### config.mk
export PLATFORM = sky130hd
export DESIGN_NAME = phd_sqrt
export DESIGN_NICKNAME = d
export VERILOG_FILES = /design/src/rtl/partial_hausdorff_distance_assert.svh /design/src/rtl/phd_sqrt.sv
export SDC_FILE = /design/constraint.sdc
export NUM_CORES = 1
export LEC_CHECK = 0
export ABC_AREA = 1
export BUFFER_PORTS_ARGS = -buffer_cell sky130_fd_sc_hd__clkbuf_2
export CAP_MARGIN = 10
export CORE_UTILIZATION = 48
export CTS_BUF_LIST = sky130_fd_sc_hd__clkbuf_8 sky130_fd_sc_hd__clkbuf_16
export DETAILED_ROUTE_END_ITERATION = 16
export GPL_ROUTABILITY_DRIVEN = 1
export PLACE_DENSITY = 0.78
export SYNTH_ARGS = -nofsm -noshare
export SYNTH_HDL_FRONTEND = slang
export SYNTH_SLANG_ARGS = --single-unit
### constraint.sdc
create_clock -name clock -period 3.7 [get_ports clock]
set_input_delay 0.37 -clock clock [delete_from_list [all_inputs] [get_ports clock]]
set_output_delay 0.37 -clock clock [all_outputs]
set_load 0.005 [all_outputs]
### src/rtl/partial_hausdorff_distance_assert.svh
// Assertion helpers used by the top-level RTL file.
`ifndef PARTIAL_HAUSDORFF_DISTANCE_ASSERT_SVH
`define PARTIAL_HAUSDORFF_DISTANCE_ASSERT_SVH

// Same-cycle implication under reset.
`define PHD_ASSERT_IMPLY(label, clk, rst, ante, cons, msg) \
   label: assert property (@(posedge clk) disable iff (rst) (ante) |-> (cons)) \
      else $error(msg);

// Next-cycle implication under reset.
`define PHD_ASSERT_NEXT(label, clk, rst, ante, cons, msg) \
   label: assert property (@(posedge clk) disable iff (rst) (ante) |=> (cons)) \
      else $error(msg);

`endif

### src/rtl/phd_sqrt.sv
`timescale 1ns / 1ps
`default_nettype none
module phd_sqrt #(
   parameter int OPW = 49
) (
   input  wire logic           clock,
   input  wire logic           reset,
   input  wire logic           start,
   input  wire logic [OPW-1:0] operand,
   output logic                done,
   output logic [(OPW+1)/2-1:0] root
);

   localparam int NW2  = OPW + (OPW % 2);
   localparam int RW   = NW2 / 2;
   localparam int REMW = RW + 3;
   localparam int CNTW = $clog2(RW + 1);

   logic [NW2-1:0]  opnd_ff, opnd_in;
   logic [REMW-1:0] rem_ff, rem_in;
   logic [RW-1:0]   root_ff, root_in;
   logic [CNTW-1:0] cnt_ff, cnt_in;
   logic            active_ff, active_in;
   logic            done_ff, done_in;
   logic [REMW-1:0] rem_sh, trial;

   assign rem_sh = {rem_ff[REMW-3:0], opnd_ff[NW2-1 -: 2]};
   assign trial  = REMW'({root_ff, 2'b01});

   always_comb begin
      opnd_in   = opnd_ff;
      rem_in    = rem_ff;
      root_in   = root_ff;
      cnt_in    = cnt_ff;
      active_in = active_ff;
      done_in   = 1'b0;
      if (start) begin
         opnd_in   = NW2'(operand);
         rem_in    = '0;
         root_in   = '0;
         cnt_in    = CNTW'(RW);
         active_in = 1'b1;
      end else if (active_ff) begin
         // one root bit per cycle
         if (rem_sh >= trial) begin
            rem_in  = rem_sh - trial;
            root_in = {root_ff[RW-2:0], 1'b1};
         end else begin
            rem_in  = rem_sh;
            root_in = {root_ff[RW-2:0], 1'b0};
         end
         opnd_in = opnd_ff << 2;
         cnt_in  = cnt_ff - 1'b1;
         if (cnt_ff == CNTW'(1)) begin
            active_in = 1'b0;
            done_in   = 1'b1;
         end
      end
   end

   always_ff @(posedge clock) begin
      opnd_ff <= opnd_in;
      rem_ff  <= rem_in;
      root_ff <= root_in;
      cnt_ff  <= cnt_in;
      if (reset) begin
         active_ff <= 1'b0;
         done_ff   <= 1'b0;
      end else begin
         active_ff <= active_in;
         done_ff   <= done_in;
      end
   end

   assign done = done_ff;
   assign root = root_ff;

endmodule
`default_nettype wire

==> metrics.cfg <==
[floorplan]
io_pins=78
die_w_um=117
start_util_pct=49.7
die_y_um=117
die_area_mm2=0.0136
rows=41
core_region_area_mm2=0.0127

[logic_synthesis]
syn-num-nets=982
yosysUniqueCellTypes=33
syn_area_per_cell_um2=7.02
yosysSeqAreaShare_pct=41.9
synth.cells.most_frequent=nand2_1, inv_1, dfxtp_1, edfxtp_1, nor2_1
postSynthCellCount=901
synth_edf_count=49
synth_area_mm2=0.00632
synth_top_area_cell=nand2_1
synth_area_leaders=nand2_1, edfxtp_1, dfxtp_1
synth_seq_cells=108
async_reset_ff_share_pct=0
yosysMostFrequentCell=nand2_1
synth_top_area_share_pct=24.9
yosys_warnings=0
synth_flop_cell=dfxtp_1

[critical_path]
r2r_setup_slack_ns=0.56
critPathLaunchType=flip-flop
crit_fanout=29
timing.rr.end=rem_ff[22]$_SDFFE_PP0P_
worst_ep_arrival_time_ns=3.40
cp.required_ns=3.96
critical_path_class=reg2reg
reg2reg_from=root[9]$_SDFFE_PP0P_
ff2ff_path_depth=12
endpoint_kind=flip-flop

[route]
ant_nets=0
wire_per_inst_um=13.0
drcViolationCount=0
num_vias=5741
drtIter0Drc=366
first_pass_iters=5
drt-total-wl_um=14800
avgViaCountPerCell=5.02

[cts]
clock_sinks=108
hold_buffers=0
cts_tree=built
postCtsSetupBuffers=0
clkSlewWorstSetupHoldPaths_ns=0.08
htreeDepth=3
cts_made_buffers=9
worstSkewPairLatency_ns=0.36
cts-root-buf=clkbuf_16
clockBufferDepth=2
cts-resized-gates=0

[cells_and_area]
multi_input_comb_area_mm2=0.00307
final.fill_count=1238
drive_gt1_share_pct=12.7
regArea_mm2=0.00265
area_growth_syn_to_layout_pct=13.2
diodes=0
fin_nets=1048
fin_area_mm2=0.00716

[global_routing]
grt_util_all_layers_pct=23.1
grt_pass1_wl_um=24400
grt_max_degree=50
grt_pass1_vias=5360
overflow=0
grt_antenna_before_repair=0

[place]
placed_area_mm2=0.00685
io_buffers=77
gp_congestion=0.909
hpwl_um=10800

[sta]
fin_skew_ns=0.0115
hold_violations=0
finalCritPeriodShare_pct=84.8
relSlewSlack_pct=39.9
period_minus_slack_ns=3.14
fmax_ghz=0.319
worst_pin_slew_ns=0.896
whs_ns=0.190
rsz0062_at_grt=no
setup_violations=0
fin_setup_tns_ns=0
drv_slew=0

[power]
p_leak_nw=3.81
power_density_mw_per_mm2=750
ir_worst_vdd_mv=0.392

[hold_path]
min-delay-start=reset
whs_path_depth=2
hold_path_end=done$_SDFF_PP0_
worst_hold_path_type=in2reg

[outcome]
status=completed

[flow_run]
maxCapViolations=0

through the flow:
step | setup WS (ns) | utilization [%] | power [mW] | instances
floorplan | 1.13 | - | 5.18 | 901
global placement | 0.687 | 53.8 | 5.95 | 1128
detailed placement | 0.627 | 53.8 | 4.19 | 1128
CTS | 0.601 | 56.2 | 5.21 | 1144
global route | 0.247 | 56.2 | 5.68 | 1144
finish | 0.564 | 56.2 | 5.37 | 1144
cells by family (layout without fill, tap and decap cells):
group / Yosys count / count (layout) / synth area share [%]
and+or+nand+nor: 538 / 538 / 35.4
buffers and inverters: 151 / 222 / 9.48
adders and majority gates: 29 / 29 / 5.74
DFF: 108 / 108 / 41.9
xor gates and xnor gates: 11 / 11 / 1.52
AOI/OAI and AO/OA: 64 / 64 / 5.92
registers in the layout, summed over array words and instances, names as in the netlist:
signal,cells
rem_ff,26
active_ff,1
cnt_ff,5
done,1
root,25
opnd_ff,50
per-layer routing:
layer	share of wire, %	wire length, µm	vias to the layer above	GRT usage (%)
li1	-	-	2974	-
met1	46	6890	2590	29.6
met2	47	6940	158	38.1
met3	5.1	758	19	5.46
met4	1.7	252	0	8.44
met5	0	0	-	0
cell type report:
type | count | share of cell area [%]
Sequential cell | 108 | 37.1
Timing Repair Buffer | 84 | 6.29
Inverter | 122 | 6.40
Clock inverter | 7 | 1.15
Multi-Input combinational cell | 642 | 42.9
Tap cell | 172 | 3.01
Clock buffer | 9 | 3.15
layout by cell type, fill, tap and decap left out, types with 2 or more instances in the layout:
master     Yosys  layout
dfxtp_1       59      59
a21oi_1       20      20
o21bai_1       5       5
nor3_1         4       4
clkbuf_16      0       9
nand4_1       27      27
nand3b_1       3       3
ha_1          29      29
nor2_2         4       4
inv_6          0       2
nand3_1       29      29
inv_1        118     119
inv_8          0       2
xor2_1        10      10
buf_4          1       6
edfxtp_1      49      49
o21ai_0       11      11
nand2_2        4       4
inv_2          2       3
o22ai_1       25      25
nand2_1      419     419
clkbuf_2       0      77
nand3_2       10      10
nor2_1        34      34
and2_1         2       2
critical path: stages (launching register included):
cell and delay, ns:
dfxtp_1 0.33, inv_1 0.07, ha_1 0.36, nand2_1 0.09
inv_1 0.07, a21oi_1 0.25, nand3_1 0.18, nand2_2 0.41
nand3_2 0.70, nand2_1 0.35, nand2_1 0.08, nand2_1 0.07
nand2_1 0.05
worst max path at each step:
stage	startpoint	to	slack [ns]	cells after the start
4_1_cts	root[9]$_SDFFE_PP0P_	rem_ff[22]$_SDFFE_PP0P_	0.60	12
6_report	root[9]$_SDFFE_PP0P_	rem_ff[22]$_SDFFE_PP0P_	0.56	12
3_3_place_gp	root[2]$_SDFFE_PP0P_	rem_ff[23]$_SDFFE_PP0P_	0.69	14
2_1_floorplan	active_ff$_SDFF_PP0_	opnd_ff[0]$_SDFFCE_PN0P_	1.13	3
3_5_place_dp	root[9]$_SDFFE_PP0P_	rem_ff[22]$_SDFFE_PP0P_	0.63	12
5_1_grt	opnd_ff[48]$_DFFE_PP_	rem_ff[24]$_SDFFE_PP0P_	0.25	13
where the power goes:
part	internal (mW)	leakage [nW]	switching, mW
logic	0.953	2.67	1.94
clock network	0.539	0.156	0.468
registers	1.39	0.983	0.0774
total	2.88	3.81	2.48
Power figures use the tool's default switching activity.
